### src/sv/red_pkg.sv
// Shared types and constants for the run-length expander with delta output.
// Used by red_front, red_cmd_fifo, red_back and the top level.
// Depends on nothing.
package red_pkg;

	localparam int LANES = 4;
	localparam int LANE_USE = (LANES < 1) ? 1 : ((LANES > 4) ? 4 : LANES);

	localparam int IMG_W = 30;
	localparam int CNT_W = 7;
	localparam int LC_W = 3;
	localparam int QDEPTH = 2;
	localparam int QPTR_W = (QDEPTH > 1) ? $clog2(QDEPTH) : 1;

	localparam logic [7:0] CTRL_COUNT_MASK = 8'h7F;
	localparam logic [7:0] CTRL_LITERAL_BIT = 8'h80;

	localparam logic [1:0] PH_CONTROL = 2'd0;
	localparam logic [1:0] PH_LITERAL = 2'd1;
	localparam logic [1:0] PH_RUNVAL = 2'd2;

	typedef struct packed {
		logic [7:0]       delta;
		logic [CNT_W-1:0] count;
		logic             done;
	} cmd_t;

endpackage

### src/sv/red_front.sv
// Front end: parses the byte stream, tracks the image byte budget and
// turns every data byte into one expansion command. Uses red_pkg.
module red_front import red_pkg::*; (
	input  logic             clk,
	input  logic             arst_n,
	input  logic             cfg_we,
	input  logic [IMG_W-1:0] cfg_wdata,
	input  logic             s_tvalid,
	output logic             s_tready,
	input  logic [7:0]       s_tdata,
	output logic             push,
	output cmd_t             push_cmd,
	input  logic             q_full
);

	logic [IMG_W-1:0] image_q;
	logic [IMG_W-1:0] produced_q;
	logic [1:0]       phase_q;
	logic [CNT_W-1:0] pending_q;
	logic [7:0]       prev_q;

	logic             accept;
	logic             active;
	logic [IMG_W-1:0] remaining;
	logic [CNT_W-1:0] want;
	logic [CNT_W-1:0] n;

	assign s_tready = !q_full;
	assign accept = s_tvalid && s_tready;
	assign active = produced_q < image_q;
	assign remaining = image_q - produced_q;
	assign want = (phase_q == PH_LITERAL) ? CNT_W'(1) : pending_q;
	assign n = ({{(IMG_W-CNT_W){1'b0}}, want} > remaining) ? remaining[CNT_W-1:0] : want;

	assign push = accept && active && (phase_q == PH_LITERAL || phase_q == PH_RUNVAL);
	assign push_cmd.delta = s_tdata - prev_q;
	assign push_cmd.count = n;
	assign push_cmd.done = ({{(IMG_W-CNT_W){1'b0}}, n} == remaining);

	always_ff @(posedge clk or negedge arst_n) begin
		if (!arst_n) begin
			image_q <= '0;
			produced_q <= '0;
			phase_q <= PH_CONTROL;
			pending_q <= '0;
			prev_q <= '0;
		end else begin
			if (cfg_we) begin
				image_q <= cfg_wdata;
			end
			if (accept && active) begin
				unique case (phase_q)
					PH_LITERAL: begin
						prev_q <= s_tdata;
						produced_q <= produced_q + IMG_W'(1);
						pending_q <= pending_q - CNT_W'(1);
						if (pending_q == CNT_W'(1)) begin
							phase_q <= PH_CONTROL;
						end
					end
					PH_RUNVAL: begin
						prev_q <= s_tdata;
						produced_q <= produced_q + {{(IMG_W-CNT_W){1'b0}}, n};
						pending_q <= '0;
						phase_q <= PH_CONTROL;
					end
					default: begin
						pending_q <= s_tdata[CNT_W-1:0] & CTRL_COUNT_MASK[CNT_W-1:0];
						if ((s_tdata & CTRL_COUNT_MASK) == 8'h00) begin
							phase_q <= PH_CONTROL;
						end else if ((s_tdata & CTRL_LITERAL_BIT) != 8'h00) begin
							phase_q <= PH_LITERAL;
						end else begin
							phase_q <= PH_RUNVAL;
						end
					end
				endcase
			end
		end
	end

endmodule

### src/sv/red_cmd_fifo.sv
// Short command queue between the front end and the expander.
// Holds cmd_t entries; uses red_pkg.
module red_cmd_fifo import red_pkg::*; (
	input  logic clk,
	input  logic arst_n,
	input  logic push,
	input  cmd_t push_cmd,
	input  logic pop,
	output cmd_t pop_cmd,
	output logic full,
	output logic empty
);

	localparam int CW = $clog2(QDEPTH + 1);

	cmd_t              mem [QDEPTH];
	logic [QPTR_W-1:0] wr_ptr_q;
	logic [QPTR_W-1:0] rd_ptr_q;
	logic [CW-1:0]     cnt_q;

	assign full = (cnt_q == CW'(QDEPTH));
	assign empty = (cnt_q == '0);
	assign pop_cmd = mem[rd_ptr_q];

	always_ff @(posedge clk) begin
		if (push && !full) begin
			mem[wr_ptr_q] <= push_cmd;
		end
	end

	always_ff @(posedge clk or negedge arst_n) begin
		if (!arst_n) begin
			wr_ptr_q <= '0;
			rd_ptr_q <= '0;
			cnt_q <= '0;
		end else begin
			if (push && !full) begin
				wr_ptr_q <= (wr_ptr_q == QPTR_W'(QDEPTH - 1)) ? '0 : wr_ptr_q + QPTR_W'(1);
			end
			if (pop && !empty) begin
				rd_ptr_q <= (rd_ptr_q == QPTR_W'(QDEPTH - 1)) ? '0 : rd_ptr_q + QPTR_W'(1);
			end
			cnt_q <= cnt_q + CW'(push && !full) - CW'(pop && !empty);
		end
	end

	a_no_overflow: assert property (@(posedge clk) disable iff (!arst_n)
		full |=> !(cnt_q > CW'(QDEPTH))) else $error("command queue overflow");
	a_no_underflow: assert property (@(posedge clk) disable iff (!arst_n)
		(empty && !push) |=> empty) else $error("command queue count moved while empty");
	a_pop_frees: assert property (@(posedge clk) disable iff (!arst_n)
		(full && pop && !push) |=> !full) else $error("pop did not free a slot");

endmodule

### src/sv/red_back.sv
// Back end: expands each command into result items of up to LANE_USE lanes
// and holds them in the output register. Uses red_pkg.
module red_back import red_pkg::*; (
	input  logic        clk,
	input  logic        arst_n,
	input  logic        q_empty,
	input  cmd_t        q_cmd,
	output logic        pop,
	output logic        m_tvalid,
	input  logic        m_tready,
	output logic [39:0] m_tdata,
	output logic        m_tlast,
	output logic        m_tuser
);

	logic             busy_q;
	logic [CNT_W-1:0] rem_q;
	logic             first_q;
	logic [7:0]       delta_q;
	logic             done_q;
	logic             valid_q;
	logic [7:0]       lane0_q;
	logic [LC_W-1:0]  lc_q;
	logic             last_q;
	logic             imgdone_q;

	logic             emit;
	logic             fin;
	logic [CNT_W-1:0] c;

	assign c = (rem_q > CNT_W'(LANE_USE)) ? CNT_W'(LANE_USE) : rem_q;
	assign emit = busy_q && (!valid_q || m_tready);
	assign fin = emit && (rem_q == c);
	assign pop = !q_empty && (!busy_q || fin);

	always_ff @(posedge clk or negedge arst_n) begin
		if (!arst_n) begin
			busy_q <= 1'b0;
			valid_q <= 1'b0;
			rem_q <= '0;
			first_q <= 1'b0;
		end else begin
			if (emit) begin
				valid_q <= 1'b1;
			end else if (m_tready) begin
				valid_q <= 1'b0;
			end
			if (pop) begin
				busy_q <= 1'b1;
				rem_q <= q_cmd.count;
				first_q <= 1'b1;
			end else begin
				if (emit) begin
					rem_q <= rem_q - c;
					first_q <= 1'b0;
				end
				if (fin) begin
					busy_q <= 1'b0;
				end
			end
		end
	end

	always_ff @(posedge clk) begin
		if (pop) begin
			delta_q <= q_cmd.delta;
			done_q <= q_cmd.done;
		end
		if (emit) begin
			lane0_q <= first_q ? delta_q : 8'h00;
			lc_q <= c[LC_W-1:0];
			last_q <= (rem_q == c);
			imgdone_q <= (rem_q == c) && done_q;
		end
	end

	assign m_tvalid = valid_q;
	assign m_tdata = {5'b0, lc_q, 24'h000000, lane0_q};
	assign m_tlast = last_q;
	assign m_tuser = imgdone_q;

	a_busy_has_work: assert property (@(posedge clk) disable iff (!arst_n)
		busy_q |-> rem_q != '0) else $error("expander busy with nothing left");
	a_done_is_last: assert property (@(posedge clk) disable iff (!arst_n)
		(valid_q && imgdone_q) |-> last_q) else $error("image end not on last item");
	a_lane_count: assert property (@(posedge clk) disable iff (!arst_n)
		valid_q |-> (lc_q != '0 && lc_q <= LC_W'(LANE_USE))) else $error("bad lane count");

endmodule

### src/sv/rle_expand_delta_encoder.sv
// Top level of the run-length expander with delta output.
// Instantiates red_front, red_cmd_fifo and red_back; uses red_pkg.
//
// channel  dir  handshake            payload
// s_       in   s_tvalid/s_tready    s_tdata[7:0] rle_byte
// m_       out  m_tvalid/m_tready    m_tdata lanes+lane_count, m_tlast, m_tuser
// cfg_     in   cfg_we               cfg_wdata[29:0] image_bytes
//
// The front end takes one byte per cycle while the command queue has room.
// Each literal or run value becomes one command; unless the output stalls, the expander
// needs one cycle per result item, ceil(count / 4) items, up to 32 for a run of 127.
// Reset clears the parser, the byte budget, the queue and the output valid flag.
// A stalled output holds its item; the queue then fills and s_tready drops.
module rle_expand_delta_encoder import red_pkg::*; (
	input  logic             clk,
	input  logic             arst_n,
	input  logic             cfg_we,
	input  logic [IMG_W-1:0] cfg_wdata,
	input  logic             s_tvalid,
	output logic             s_tready,
	input  logic [7:0]       s_tdata,   // rle_byte
	output logic             m_tvalid,
	input  logic             m_tready,
	output logic [39:0]      m_tdata,   // delta_lane0..3, lane_count, zero pad
	output logic             m_tlast,   // last_of_run
	output logic             m_tuser    // image_done
);

	logic push;
	logic pop;
	logic q_full;
	logic q_empty;
	cmd_t push_cmd;
	cmd_t pop_cmd;

	red_front u_front (
		.clk      (clk),
		.arst_n   (arst_n),
		.cfg_we   (cfg_we),
		.cfg_wdata(cfg_wdata),
		.s_tvalid (s_tvalid),
		.s_tready (s_tready),
		.s_tdata  (s_tdata),
		.push     (push),
		.push_cmd (push_cmd),
		.q_full   (q_full)
	);

	red_cmd_fifo u_fifo (
		.clk     (clk),
		.arst_n  (arst_n),
		.push    (push),
		.push_cmd(push_cmd),
		.pop     (pop),
		.pop_cmd (pop_cmd),
		.full    (q_full),
		.empty   (q_empty)
	);

	red_back u_back (
		.clk     (clk),
		.arst_n  (arst_n),
		.q_empty (q_empty),
		.q_cmd   (pop_cmd),
		.pop     (pop),
		.m_tvalid(m_tvalid),
		.m_tready(m_tready),
		.m_tdata (m_tdata),
		.m_tlast (m_tlast),
		.m_tuser (m_tuser)
	);

endmodule
### config.mk
export PLATFORM = sky130hd
export DESIGN_NAME = rle_expand_delta_encoder
export DESIGN_NICKNAME = d
export VERILOG_FILES = /design/src/sv/red_pkg.sv /design/src/sv/red_front.sv /design/src/sv/red_cmd_fifo.sv /design/src/sv/red_back.sv /design/src/sv/rle_expand_delta_encoder.sv
export SDC_FILE = /design/constraint.sdc
export NUM_CORES = 1
export LEC_CHECK = 0
export ABC_AREA = 1
export BUFFER_PORTS_ARGS = -buffer_cell sky130_fd_sc_hd__buf_2
export CAP_MARGIN = 15
export CORE_UTILIZATION = 50
export DETAILED_ROUTE_END_ITERATION = 16
export PLACE_DENSITY = 0.69
export SYNTH_ARGS = -nofsm -noshare
export SYNTH_HDL_FRONTEND = slang
export SYNTH_SLANG_ARGS = --single-unit
### constraint.sdc
create_clock -name clk -period 5.9 [get_ports clk]
set_clock_uncertainty 0.2 [all_clocks]
set_input_delay 0.59 -clock clk [delete_from_list [all_inputs] [get_ports clk]]
set_output_delay 0.59 -clock clk [all_outputs]
set_load 0.01 [all_outputs]
### Word-level counts from Yosys, hierarchy flattened

Memory sizes are Yosys's and may differ from the RTL's.
Index checks and enable logic that the tools add are counted.

| storage, ports and cells | value |
|---|---|
| memories kept | 1 |
| bits in registers | 113 |
| bits in writable memories | 32 |
| logic and storage cells | 86 |
| output and inout port bits | 44 |
| input port bits | 43 |

Memory list:

| name | depth | bits a word | read ports | clocked after memory_dff | wr ports | RTL line | text |
|---|---|---|---|---|---|---|---|
| u_fifo.mem | 2 | 16 | 1 | 0 | 1 | red_cmd_fifo.sv:16 | `cmd_t mem [QDEPTH];` |

| operators by class | value |
|---|---|
| muxes and demuxes | 21 |
| reductions and logical operators | 26 |
| add/sub/neg operators | 10 |
| order comparisons | 3 |
| equality and inequality tests | 7 |

Operators by type and width:

| operator | count |
|---|---|
| one-hot mux 30 bit (2 select lines) | 1 |
| two-way mux 7 bit | 5 |
| adder 30 x 1 -> 30 bit (second input constant) | 1 |
| adder 30 x 7 -> 30 bit | 1 |
| == test 7 x 30 -> 1 bit | 1 |
| > comparator 7 x 30 -> 1 bit | 1 |
| less-than comparator 30 bit | 1 |
| subtractor 30 bit | 1 |
| one-hot mux 7 bit (2 select lines) | 1 |
| two-way mux 1 bit | 10 |
| logical AND 1 bit | 9 |
| logical NOT 8 bit | 1 |
| nonzero test 2 bit | 4 |
| subtractor 8 bit | 1 |
| == test 7 x 1 -> 1 bit (second input constant) | 1 |
| == test 7 bit | 1 |
| > comparator 7 x 3 -> 1 bit (second input constant) | 1 |
| subtractor 7 x 1 -> 7 bit (second input constant) | 1 |
| subtractor 7 bit | 1 |
| two-way mux 2 bit | 3 |
| AND reduction 2 bit | 3 |
| == test 2 bit (second input constant) | 2 |
| logical NOT 1 bit | 4 |
| one-hot mux 2 bit (2 select lines) | 1 |
| other kinds (8) | 11 |

### Depth between registers and ports, before layout

Gate-level depths: netlist of the first run.

| logic depth | value |
|---|---|
| word-level depth | 8 |
| mapped depth | 40 |
| mapped depth without buffers | 40 |

### Cells and area by module

A second synthesis of the first run with hierarchy kept.

| second synthesis, totals | value |
|---|---|
| cells, all modules | 1,251 |
| area total of the unflattened synthesis | 9,834.4 sq um |

Modules (own cells, without submodules):

| module | sequential area each (sq um) | times used | cells an instance | area an instance (sq um) |
|---|---|---|---|---|
| red_front | 1,926.8 | 1 | 974 | 6,713.9 |
| red_back | 910.9 | 1 | 160 | 1,685.4 |
| red_cmd_fifo | 1,061.0 | 1 | 117 | 1,435.1 |

### Worst setup path after synthesis of the first run

No wires, ideal clock.

| timing | value |
|---|---|
| path type | reg2reg |
| start | register u_front.produced_q[0] |
| end | register u_front.produced_q[26] |
| path slack | 692 ps |
| stages on the path, launching flop included | 40 |
| arrival time | 4,929 ps |
| setup time | 79 ps |
| path buffers | 0 |
| data required time | 5,621 ps |
| period minus slack after synthesis | 5,208 ps |
| cell sequence | dfrtp_1 -> ha_1 -> inv_1 -> fa_1 -> nand2_1 -> a21oi_1 -> xor2_1 -> inv_1 -> ha_1 -> nand2_1 -> nor2_1 -> nand2_1 -> nand3_1 -> nand2_1 -> nand2_1 -> nand3_1 -> nor2_1 -> nand2_1 -> [... 4 more ...] -> nand2_1 -> o21a_1 -> or2_2 -> ha_1 -> inv_1 -> fa_1 -> o21ai_0 -> a21oi_1 -> o21bai_1 -> nand2_1 -> nand2_1 -> nand4_1 -> nor3_1 -> nand2_1 -> inv_1 -> nand3_1 -> nor2_1 -> xor2_1 |

RTL lines:

| item | RTL line | text |
|---|---|---|
| from (decl) | red_front.sv:17 | `logic [IMG_W-1:0] produced_q;` |
| from (signal assigned) | red_front.sv:55 | `produced_q <= produced_q + IMG_W'(1);` |
| from (signal assigned) | red_front.sv:63 | `produced_q <= produced_q + {{(IMG_W-CNT_W){1'b0}}, n};` |

### Worst setup path in the final report of the first run

| timing | value |
|---|---|
| start | register u_front.image_q[0] |
| end | register u_front.produced_q[28] |

| on the way | value |
|---|---|
| cells in the longest elaborated chain, start to end | 5 |
| elaborated cells on any way between the ends | 8 |
| those cells by class | 2 x add/sub; 2 x order compare; 2 x mux; 2 x reduce/logical |

Ends and longest elaborated chain:

| item | RTL line | text |
|---|---|---|
| from (decl) | red_front.sv:16 | `logic [IMG_W-1:0] image_q;` |
| from (signal assigned) | red_front.sv:49 | `image_q <= cfg_wdata;` |
| subtractor 30 bit | red_front.sv:31 | `assign remaining = image_q - produced_q;` |
| > comparator 7 x 30 -> 1 bit | red_front.sv:33 | `assign n = ({{(IMG_W-CNT_W){1'b0}}, want} > remaining) ? remaining[CNT_W-1:0] : want;` |
| two-way mux 7 bit | red_front.sv:33 |  |
| adder 30 x 7 -> 30 bit | red_front.sv:63 |  |
| one-hot mux 30 bit (2 select lines) | red_front.sv:52 | `unique case (phase_q)` |

Parallel ways exist; a longest one is shown, timed or not.
A chain may end at the register's enable or synchronous reset.

==> results of run 1 <==
## what timing repair did
| item | CTS | global route |
|---|---|---|
| endpoints found under the setup margin | 2 | 21 |
| hold endpoints to repair | 19 | 0 |
| resized for setup | 1 | 64 |
| pin swaps | 0 | 30 |
| hold buffers | 1 | 0 |
| setup buffers | 0 | 17 |
## sequential cells by signal, indices dropped and copies added, names as in the netlist, 2 cells and up
register,flops
u_front.phase_q,2
u_back.delta_q,8
u_front.prev_q,8
u_front.pending_q,7
u_fifo.mem,32
u_back.lane0_q,8
u_fifo.cnt_q,2
u_back.rem_q,7
u_front.image_q,30
u_back.lc_q,3
u_front.produced_q,30
## how the worst max path moves through the flow
stage	end	cells after the start	startpoint
after global placement	u_front.produced_q[26]	39	u_front.produced_q[0]
final	u_front.produced_q[28]	40	u_front.image_q[0]
after CTS	u_front.produced_q[28]	39	u_front.produced_q[0]
after floorplan	u_front.produced_q[26]	39	u_front.produced_q[0]
after global routing	u_front.produced_q[28]	40	u_front.image_q[0]
after detailed placement	u_front.produced_q[28]	39	u_front.produced_q[0]
## Yosys cell counts (all sizes together), types with 6 or more instances
cell	instances
nor2	100
edfxtp	54
nor3	23
dfrtp	91
ha	58
nand4	13
nand3	69
nand3b	8
inv	207
o21a	7
a21oi	45
clkbuf	8
buf	35
o21bai	8
xnor2	6
o22ai	6
o21ai	38
nand2	353
mux2	29
xor2	43
## logic make-up (layout without fill, tap and decap cells)
family / Yosys count / after routing / share of synthesized area, %
simple gates: 572 / 572 / 25.2
other cells: 2 / 30 / 0.0784
fa+ha+maj: 61 / 61 / 8.21
compound gates: 113 / 113 / 6.66
xor+xnor: 49 / 49 / 4.48
buf+inv: 252 / 324 / 11.1
mux: 30 / 30 / 3.51
flops: 145 / 145 / 40.7
## worst max-delay path: cells and delay by family (launching register included)
| family | cells | cell delay, ns |
|---|---|---|
| AND/OR/NAND/NOR | 24 | 2.26 |
| adder cells (fa/ha/maj) | 4 | 1.25 |
| AO/OA/AOI/OAI | 5 | 0.63 |
| buffers and inverters | 5 | 0.47 |
| XOR/XNOR | 2 | 0.35 |
| flip-flops | 1 | 0.38 |
## routing by layer
layer	part of all wire [%]	up-vias	global-route usage [%]
li1	-	4007	-
met1	48	3636	32.0
met2	47	195	38.5
met3	4.2	23	3.69
met4	1.3	0	6.48
met5	0	-	0
## final cells by class
type                    instances  area (um^2)  area share [%]
flip-flops and latches        145         3900            35.4
clock buffers                  17          425            3.86
clock inverters                15          129            1.17
repair buffers                 83          498            4.52
inverters                     209          787            7.15
well taps                     234          293            2.66
multi-input cells             855         4980            45.2
## power groups by stage
stage	Sequential, W	Clock (W)	Combinational [W]
floorplan	0.00147	0	0.00144
global placement	0.00149	0	0.00189
detailed placement	0.00149	0	0.00191
CTS	0.00147	0.00104	0.00192
global route	0.00150	0.00108	0.00250
finish	0.00148	0.00102	0.00221
## per-stage QoR
stage	setup slack (ns)	instances
3_3_place_gp	0.170	1508
3_5_place_dp	-0.000257	1508
4_1_cts	0.00278	1541
6_report	0.267	1558
2_1_floorplan	0.692	1252
5_1_grt	-0.191	1558
## cell usage in the layout, fill, tap and decap left out, types with 3 or more instances in the layout
master | Yosys | layout
a21oi_1 | 45 | 43
buf_2 | 2 | 56
buf_4 | 29 | 23
clkbuf_16 | 0 | 17
clkinv_4 | 0 | 5
conb_1 | 2 | 30
dfrtp_1 | 91 | 91
edfxtp_1 | 54 | 54
ha_1 | 58 | 49
ha_4 | 0 | 7
inv_1 | 205 | 198
inv_2 | 2 | 8
inv_6 | 0 | 3
inv_8 | 0 | 3
mux2_2 | 29 | 29
nand2_1 | 347 | 338
nand2_2 | 4 | 12
nand2_4 | 2 | 3
nand3_1 | 69 | 63
nand3_2 | 0 | 5
nand3b_1 | 8 | 8
nand4_1 | 13 | 13
nor2_1 | 90 | 85
nor2_2 | 7 | 10
nor2_4 | 3 | 5
nor3_1 | 21 | 18
nor3_2 | 2 | 5
o21a_1 | 7 | 7
o21ai_0 | 37 | 36
o21bai_1 | 8 | 8
o221ai_1 | 3 | 3
o22ai_1 | 6 | 6
xnor2_1 | 6 | 5
xor2_1 | 43 | 39
xor2_2 | 0 | 4
==> results.txt, run 1 <==
- Across all hold checks on the routed design, the worst slack comes to roughly 0.19 ns.
- Worst Hold Launch: cfg_wdata[22]
* Routed via count: 7861
- The initial utilization of the core area, before any placement, comes to 51.0%.
- After layout, the worst path uses a little over nine tenths of the clock period.
* Post-route standard cell area excluding fillers: between 0.01 and 0.015 mm^2
- Registers are responsible for between 30% and 40% of the overall power.
* Static leakage power: approximately 5.6 nW
- Of all flip-flops after synthesis, the portion carrying an async set or reset was 62.8%.
* Fraction of synthesized cell area taken by the top area cell type: between 20% and 30%
- Pin placement for this block handled a little under 90 I/O pins.
- Setup violations remaining at the end of the flow were counted as 0.
- Part of the total power dissipated in the clock network: between 20% and 30%
- The number of global-route vias before repair is ~7300.
- Synth area leader: dfrtp_1
* Detailed Place HPWL: roughly 17000 um
- Post-layout total power: around 0.0047 W
* Fraction of layout cells with a size suffix above 1: 16.2%
- NetSw: just under 0.002 W
* Worst setup SP type: flop
* Global-route wire length before repair: 36000 um
- In this run the number of H-tree levels came out at 4.
- After synthesis the cells add up to 0.00958 mm^2.
* Global placer's final weighted congestion: approximately 0.94
- After routing, the total negative slack on setup checks comes to 0 ns.
- Sequential-to-total area share from yosys stat: 40.7%
* DP Area: around 0.01 mm^2
- Prevailing post-synth register cell: dfrtp_1
- Remaining Overflow, GRT: 0
- After clock tree synthesis, the clock-pin slew on the worst setup and hold paths is 0.07 ns.
- The worst hold path was traced through 2 stages.
- Final hold violation count: 0
- Critical path endpoint category: flop
- The initial antenna violation count was 0.
- The path with the worst hold slack has its endpoint at u_front.image_q[22].
* Quantity of I/O buffers inserted on ports: between 50 and 60
- Reg2Reg Setup Slack: between 0.2 and 0.3 ns
- Pin slew with the least headroom to its limit: about 0.70 ns
- Entering global routing, the biggest net connects 48 pins.
- Total DRC errors in the routed layout: 0
- Cells on worst reg2reg path: 40
- The final layout contains 1415 nets.
* Die Span X: 140 um
* Logic gate share of total power: a little under half
- CTS tree: done
- Counting every instance in the synthesized netlist gives ~1200.
- 0 antenna diodes ended up in the layout.
- Number of pins with negative max-slew slack in the final report: 0
- Filler cells: approximately 1700
- Peak supply drop: 0.236 mV
- For this design the ratio of total power to cell area is around 430 mW/mm^2.
- Root buffer cell: clkbuf_16
- Subtracting the final worst setup slack from the clock period gives 5.63 ns.
- The min-delay analysis places its worst path in the category in2reg.
- Number of buffers on the longest clock path: 2
- The average instance in the mapped netlist occupies roughly 7.8 um^2.
- The detailed router finished its first iteration with 501 violations.
- Row generation in the floorplan step produced 50 rows.
* Area growth from synthesis to layout: 14.9%
- In this run the vertical extent of the chip is 140 um.
* Overall fraction of global-route tracks in use: between 20% and 30%
- Clk_lat worst skew: 0.43 ns
- Number of buffers added by the clock tree synthesis step: 17
* Share of total power consumed by net switching: 42.0%
- Along the worst path, the maximum fanout reaches 13.
- Launch instance of the worst register-to-register path: u_front.image_q[0]
- The core region is around 0.019 mm^2.
- Internal power contribution: 0.00273 W
- Synthesis instantiated between 40 and 50 different standard cells from the library.
- Setup repair after global routing could not meet its margin everywhere.
- The Yosys step of the flow raised 0 warnings.
* Number of synthesized flops with an enable pin: between 50 and 60
- After detailed routing, the average wire length per cell comes to ~14 um.
- Die area: around 0.020 mm^2
* Reg-to-Reg End: u_front.produced_q[28]
- Dominant cell type by count on the critical path: nand2_1
- Wire length reported by the detailed router: between 20000 and 25000 um
* Synthesized flop and latch total: 145
* Num Clock Sinks: ~150
* Vias per Instance: just over 5
- Number of nets still failing antenna checks after routing: 0
- Max-cap violations in this run came to 0.
- Once layout is complete, the utilization of the core stands at approximately three fifths.
- In this design, the stage delay of the slowest critical-path cell is between 0.4 and 0.5 ns.
- Status: finished, final reports clean
- The worst pin sits at a relative slew slack of between 50% and 60%.
- Slowest stage cell, crit path: fa_2
- Peak clock frequency supported by timing: about 180 MHz
- Data on the critical path is required at its endpoint by roughly 6 ns.
- Arrival time at the worst endpoint: 5.78 ns
- Type of the worst setup path: reg2reg
- The first detailed-routing pass ran for 5 iterations.
- Sorting the synthesized cells by area gives the leading types as dfrtp_1 (24%), edfxtp_1 (17%), nand2_1 (14%).
No activity file was read; power rests on OpenSTA's default activity.
==> run 2, diff against run 1 <==
- BUFFER_PORTS_ARGS: -buffer_cell sky130_fd_sc_hd__buf_2 -> unset
- CORE_UTILIZATION: 50 -> 60
- DONT_BUFFER_PORTS: unset -> 1
- PLACE_DENSITY: 0.69 -> 0.76
==> results.txt, run 2 (synthesis results as in run 1) <==
- P per Cell Area: 435 mW/mm^2 (+1.7%)
- Worst min path class: in2reg
* Maximum fanout count along the critical path: 3 (-10)
- Total inserted antenna cells: 0 (unchanged)
* Crit share post-route: 97.1% (+1.6 points)
* Peak clock frequency supported by timing: 175 MHz (-1.6%)
- Total DRC errors in the routed layout: 0 (unchanged)
- The number of iterations in the first detailed-routing pass was 5 (unchanged).
- The y dimension of the die is 128 um (-8.6%).
- The footprint of the flip-flops and latches came to 0.00390 mm^2 (unchanged).
- The maximum ir drop on the vdd rail was 0.229 mV (-3.1%).
- Largest net degree at the start of global routing: 92 (+92%)
- The number of nets with antenna violations after routing came to 0 (unchanged).
- Rows: 45 (-10%)
- Vias per Instance: 5.23 (+3.7%)
- Type of the worst setup path: reg2reg
- The final number of max-transition violations came to 0 (unchanged).
* Multi-input logic area: 0.00493 mm^2 (-0.91%)
- The instance area after placement was 0.00971 mm^2 (-3.3%).
* Pin slew with the least headroom to its limit: 0.741 ns (+0.0394 ns)
- Number of buffers added by the clock tree synthesis step: 17 (unchanged)
* Die Span X: 128 um (-8.6%)
- The fraction of final layout cells sized beyond drive strength 1 was 11.4% (-4.8 points).
- The number of global-route vias before repair is 7077 (-3.6%).
- The wire length of the first global-routing pass was 34500 um (-4.1%).
- The number of flip-flops in the largest register came to 32 (unchanged).
* Initial drt markers: 512 (+2.2%)
* Required arrival time at the worst endpoint: 6.05 ns (about the same)
- The placer's final routability congestion estimate is 0.942 (+0.72%).
- The run finished with clean final reports.
- RSZ-0062 raised after global routing: true
- Detailed Place HPWL: 16000 um (-4.7%)
* Wire length reported by the detailed router: 21500 um (-2.4%)
* Filler cells: 1282 (-24%)
- Setup-failing EPs final: 0 (unchanged)
- The total I/O pin count was 87 (unchanged).
- Final hold violation count: 0 (unchanged)
- The mean routed wirelength per cell came to 14.6 um (+3.1%).
* Commonest non-fill, non-tap cell in the layout: nand2_1
- Delay contributed by the slowest stage of the critical path: 0.43 ns (about the same)
- Dominant cell type by count on the critical path: nand2_1
- Biggest register: u_fifo.mem
* Clk_lat worst skew: 0.43 ns (about the same)
* Core Box Area: 0.0154 mm^2 (-18%)
- Overall fraction of global-route tracks in use: 27.1% (+3.7 points)
- The number of nets in the layout came to 1355 (-4.2%).
- The count of max-cap constraint violations came to 0 (unchanged).
- STA classifies the critical path endpoint as a flop.
- Number of buffers on the longest clock path: 2 (unchanged)
- Remaining Overflow, GRT: 0 (unchanged)
- Num Clock Sinks: 145 (unchanged)
- The leakage component of the power is 5.39 nW (-4.0%).
- The worst setup path is launched from a flop.
- Number of antenna violations at the first check in global routing: 0 (unchanged)
- Quantity of I/O buffers inserted on ports: 0 (-100%)
- CTS tree: done
* Area growth from synthesis to layout: 11.3%
- Depth of the CTS H-tree: 4 (unchanged)
* Die area: 0.0165 mm^2 (-16%)
- Post-Route Setup TNS: 0 ns (unchanged)
- Leaving out fill and tap cells, the most frequent cells in the layout are nand2_1 (341), inv_1 (199), dfrtp_1 (91).
* Leading registers by flop count: u_fifo.mem x32, u_front.image_q x30, u_front.produced_q x30
* Slowest stage cell, crit path: dfrtp_1
- The starting utilization of the core area was 62.3% (+11 points).
* Worst slew margin: 50.5% (-2.6 points)
* Root buffer cell: clkbuf_16
* Arrival time at the worst endpoint: 5.88 ns (+0.10 ns)
- Minimum clock period after layout: 5.73 ns (+0.0938 ns)
- The detailed-route via count was 7719 (-1.8%).
- Clk slew on worst S/H paths: 0.07 ns (about the same)
- The summed area of non-filler cells in the final layout is 0.0107 mm^2 (-3.1%).
==> run 2: cell count changes in the layout (fill, tap and decap cells not counted), sizes merged <==
cell      before  now
buf           81   22
inv          213  216
clkinvlp       2    0
clkbuf        18   17
bufinv         0    1
clkinv         9    7
==> run 2: cell type report <==
type	count	share of cell area, %
Inverter	209	7.41
Timing Repair Buffer	23	1.94
Sequential cell	145	36.6
Clock inverter	15	1.37
Clock buffer	17	3.99
Multi-Input combinational cell	855	46.3
Tap cell	211	2.48
==> run 2: critical path: cells and delay by family (launching register included) <==
| kind | cells | cell delay (ns) |
|---|---|---|
| simple gates | 23 | 2.26 |
| fa+ha+maj | 5 | 1.37 |
| compound gates | 5 | 0.66 |
| flops | 1 | 0.43 |
| xor+xnor | 2 | 0.37 |
| buf+inv | 4 | 0.33 |
==> run 2: metrics by stage <==
| stage | util, % | power, W | std cells | setup WS [ns] | hold WS [ns] |
|---|---|---|---|---|---|
| after floorplan | - | 0.00291 | 1252 | 0.692 | 0.0944 |
| after global placement | 63.2 | 0.00329 | 1426 | 0.158 | 0.0979 |
| after detailed placement | 63.2 | 0.00332 | 1426 | 0.0364 | 0.0969 |
| after CTS | 67.2 | 0.00440 | 1460 | 0.0667 | 0.0728 |
| after global routing | 69.4 | 0.00501 | 1475 | -0.253 | 0.0804 |
| final | 69.4 | 0.00464 | 1475 | 0.173 | 0.0875 |
==> run 2: where the power goes <==
group | leakage [nW] | internal [W] | switching [W] | total [W]
Sequential | 1.58 | 0.00135 | 0.000154 | 0.00151
Clock | 0.288 | 0.000595 | 0.000463 | 0.00106
Combinational | 3.52 | 0.000785 | 0.00129 | 0.00208
Total | 5.39 | 0.00273 | 0.00191 | 0.00464
==> run 2: path summary, 6_finish.rpt <==
check	slack, ns	cells past startpoint	to	start
setup / recovery	0.17	39	u_front.produced_q[26]	u_front.produced_q[0]
hold / removal	0.09	2	u_front.prev_q[3]	s_tdata[3]
setup reg to reg	0.17	39	u_front.produced_q[26]	u_front.produced_q[0]
hold reg to reg	0.27	1	u_front.produced_q[18]	u_front.produced_q[18]
max in group asynchronous	4.59	2	u_back.rem_q[0]	arst_n
min in group asynchronous	0.51	2	u_front.prev_q[7]	arst_n
==> run 2: per-layer routing <==
| layer | GRT usage [%] | share of wire [%] | routed length, um | vias to the layer above |
|---|---|---|---|---|
| met5 | 0 | 0 | 0 | - |
| met4 | 6.09 | 0.62 | 133 | 0 |
| met3 | 5.24 | 5.9 | 1270 | 14 |
| met2 | 43.0 | 46 | 10000 | 241 |
| met1 | 38.7 | 47 | 10100 | 3555 |
| li1 | - | - | - | 3909 |
==> run 2: repair_timing <==
action / CTS / global route
endpoints found under the setup margin: 2 / 17
hold buffers: 2 / 0
gates resized for setup: 1 / 51
pin swaps: 0 / 31
endpoints found under the hold margin: 91 / 0
buffers inserted: 0 / 15
==> run 3, diff against run 2 <==
- ABC_AREA: 1 -> unset
==> results.txt, run 3 <==
- The flow ran to the end, and the final reports show no timing, DRC or antenna violations.
- Sequential-to-total area share from yosys stat: 42.0% (+1.2 points)
- Most frequent cells in the layout: dfrtp_1 (91), nand2_1 (78), inv_1 (69)
* Largest net degree at the start of global routing: 92 (unchanged)
- Tracing the worst setup path back leads to its startpoint at u_front.image_q[0].
- Prevailing post-synth register cell: dfrtp_1
* Number of distinct standard cells referenced by the synthesized netlist: 78 (+81%)
* Maximum fanout count along the critical path: 6 (+3)
* Number of flip-flops under the largest register name: 32 (unchanged)
- The placer's final routability congestion estimate is 0.907 (-3.8%).
- Crit share post-route: 96.5% (-0.58 points)
- Initial drt markers: 434 (-15%)
- CTS placed an instance of clkbuf_16 at the clock tree root.
- The clock sink count is 145 (unchanged).
- The cell area after synthesis came to 0.00929 mm^2 (-3.0%).
- The critical path ends at u_front.produced_q[18].
- The fraction of final layout cells sized beyond drive strength 1 was 15.3% (+3.9 points).
- Delay-heaviest family, CP: compound AO/OA/AOI/OAI gates
- Vertical die dimension: 126 um (-1.5%)
- Critical path endpoint category: flop
* Minimum clock period after layout: 5.69 ns (-0.0340 ns)
- The via density per instance is 5.83 (+11%).
- The worst setup path is of the reg2reg kind.
* Wire length reported by the detailed router: 19000 um (-12%)
- Total DRC errors in the routed layout: 0 (unchanged)
- Number of pins with negative max-slew slack in the final report: 0 (unchanged)
* Area growth from synthesis to layout: 9.16%
- Delay contributed by the slowest stage of the critical path: 0.39 ns (-0.04 ns)
- More flip-flops sit in one register than any other, and that register is u_fifo.mem.
- The final hold violation count came to 0 (unchanged).
- Max_cap viols: 0 (unchanged)
- The instance area after placement was 0.00936 mm^2 (-3.6%).
- Cell with the most instances after synthesis: dfrtp_1
- Required arrival time at the worst endpoint: 6.02 ns (-0.03 ns)
- Overall fraction of global-route tracks in use: 24.9% (-2.2 points)
* Launch instance of the worst register-to-register path: u_front.image_q[0]
- The HPWL after detailed placement came to 13700 um (-14%).
- Slowest stage cell, crit path: fa_2
* Reg2Reg Setup Slack: 0.21 ns (+0.03 ns)
- Nets@finish: 1052 (-22%)
- Commonest non-fill, non-tap cell in the layout: dfrtp_1
- Clk_lat worst skew: 0.43 ns (about the same)
- Post-Route Setup TNS: 0 ns (unchanged)
* Number of synthesized flops with an enable pin: 54 (unchanged)
- Worst setup SP type: flop
- The detailed-route via count is 6695 (-13%).
- The clock transition time at the flip-flop clock pins of the worst setup and hold paths is 0.06 ns (about the same).
* Pin slew with the least headroom to its limit: 0.788 ns (+0.0470 ns)
- The starting utilization of the core area is 61.4% (-0.94 points).
- Number of antenna violations at the first check in global routing: 0 (unchanged)
- Top-level I/O count: 87 (unchanged)
* Peak clock frequency supported by timing: 176 MHz (+0.60%)
* Remaining Overflow, GRT: 0 (unchanged)
- The number of buffer cells added on primary ports is 0 (unchanged).
- Leading registers by flop count: u_fifo.mem x32, u_front.image_q x30, u_front.produced_q x30
- Dominant cell type by count on the critical path: inv_1
- Critical path buffers and inverters: 5 (+1)
* Arrival time at the worst endpoint: 5.81 ns (-0.07 ns)
- P per Cell Area: 367 mW/mm^2 (-16%)
- Post-Route Utilization: 67.0% (-2.4 points)
- The number of nets with antenna violations after routing was 0 (unchanged).
- TritonCTS built the clock tree.
- Leading post-synthesis cells by cell area: dfrtp_1 (25%), edfxtp_1 (17%), ha_1 (7.8%)
- Worst min path class: in2reg
- The maximum ir drop on the vdd rail came to 0.272 mV (+19%).
* Core Box Area: 0.0151 mm^2 (-1.5%)
- Top cell types by occurrence after synthesis: dfrtp_1 (91), nand2_1 (78), inv_1 (72)
- The depth of the CTS H-tree was 4 (unchanged).
- Synthesized flop and latch total: 145 (unchanged)
- The wire length of the first global-routing pass was 31000 um (-10%).
* Setup-failing EPs final: 0 (unchanged)
- The relative slew slack came to 47.0% (-3.5 points).
- The leakage component of the power is 4.26 nW (-21%).
- Synth area leader: dfrtp_1
- The mean routed wirelength per cell is 16.6 um (+14%).
* Filler cells: 1194 (-6.9%)
* Number of buffers on the longest clock path: 2 (unchanged)
* Fraction of registers with async set or reset after synthesis: 62.8% (unchanged)
* Cell count along the critical path: 29 (-26%)
- Cells on worst reg2reg path: 29 (-26%)
- Number of buffers added by the clock tree synthesis step: 17 (unchanged)
- The die outline width came to 126 um (-1.5%).
- The total inserted antenna cells is 0 (unchanged).
- The number of global-route vias before repair is 6413 (-9.4%).
- The number of synthesis warnings came to 0 (unchanged).
- The site row count came to 45 (unchanged).
* Syn_area_per_cell: 9.91 um^2 (+27%)
- Reg-to-Reg End: u_front.produced_q[18]
- The fraction of post-synthesis cell area in the top cell type by area came to 24.5% (+0.72 points).
* Count of TritonRoute iterations in the first routing pass: 5 (unchanged)
* Die area: 0.0160 mm^2 (-2.9%)
* Count of mapped cells out of synthesis: 938 (-23%)
- The summed area of non-filler cells in the final layout is 0.0101 mm^2 (-4.9%).
==> run 3: per-layer routing <==
| metal | wire [um] | track usage [%] | share of wire (%) | vias up |
|---|---|---|---|---|
| li1 | - | - | - | 3324 |
| met1 | 8060 | 29.9 | 42 | 3189 |
| met2 | 9930 | 43.8 | 52 | 146 |
| met3 | 593 | 4.30 | 3.1 | 36 |
| met4 | 454 | 11.3 | 2.4 | 0 |
| met5 | 0 | 0 | 0 | - |
==> run 3: cells by family after synthesis <==
family / synth area share (%)
adders and majority gates: 8.46
AOI/OAI and AO/OA: 15.8
DFF: 42.0
and+or+nand+nor: 13.7
xor gates and xnor gates: 5.18
other: 0.0808
muxes: 7.66
buffers and inverters: 7.16
==> run 3: stage by stage <==
step	hold WS (ns)	setup slack [ns]	total power, W	std cells
after global routing	0.0490	-0.0498	0.00395	1149
final	0.0498	0.207	0.00373	1149
after CTS	0.0379	0.0404	0.00365	1141
after global placement	0.100	0.124	0.00258	1107
after detailed placement	0.100	-0.0250	0.00260	1107
after floorplan	0.0944	0.387	0.00234	966
==> run 3: cell type report <==
cell class,instances,area (um^2),area share [%]
inverter,73,274,2.70
sequential,145,3900,38.4
clock buffer,18,429,4.23
clock inverter,14,121,1.20
multi-input combinational,686,4970,49.0
tap,188,235,2.32
timing repair buffer,25,218,2.15
==> run 3: worst min path at each step <==
stage	startpoint	end	slack, ns	cells past startpoint
floorplan	arst_n	u_back.busy_q	0.09	0
global placement	arst_n	u_back.first_q	0.10	0
detailed placement	arst_n	u_back.first_q	0.10	0
CTS	s_tdata[7]	u_front.phase_q[1]	0.04	1
global route	s_tdata[7]	u_front.phase_q[1]	0.05	1
finish	s_tdata[7]	u_front.phase_q[1]	0.05	1
==> run 3: power by group <==
part / internal (W) / total (W) / switching (W) / leakage, nW
clock network: 0.000552 / 0.00101 / 0.000463 / 0.267
registers: 0.00125 / 0.00140 / 0.000149 / 1.58
logic: 0.000576 / 0.00132 / 0.000739 / 2.42
==> run 3: what timing repair did <==
item                                    4_1_cts  5_1_grt
endpoints found under the setup margin        3       23
pin swaps                                     0       12
resized for setup                             2       35
buffers inserted                              0        8
endpoints found under the hold margin        91        0
hold buffers                                  2        0
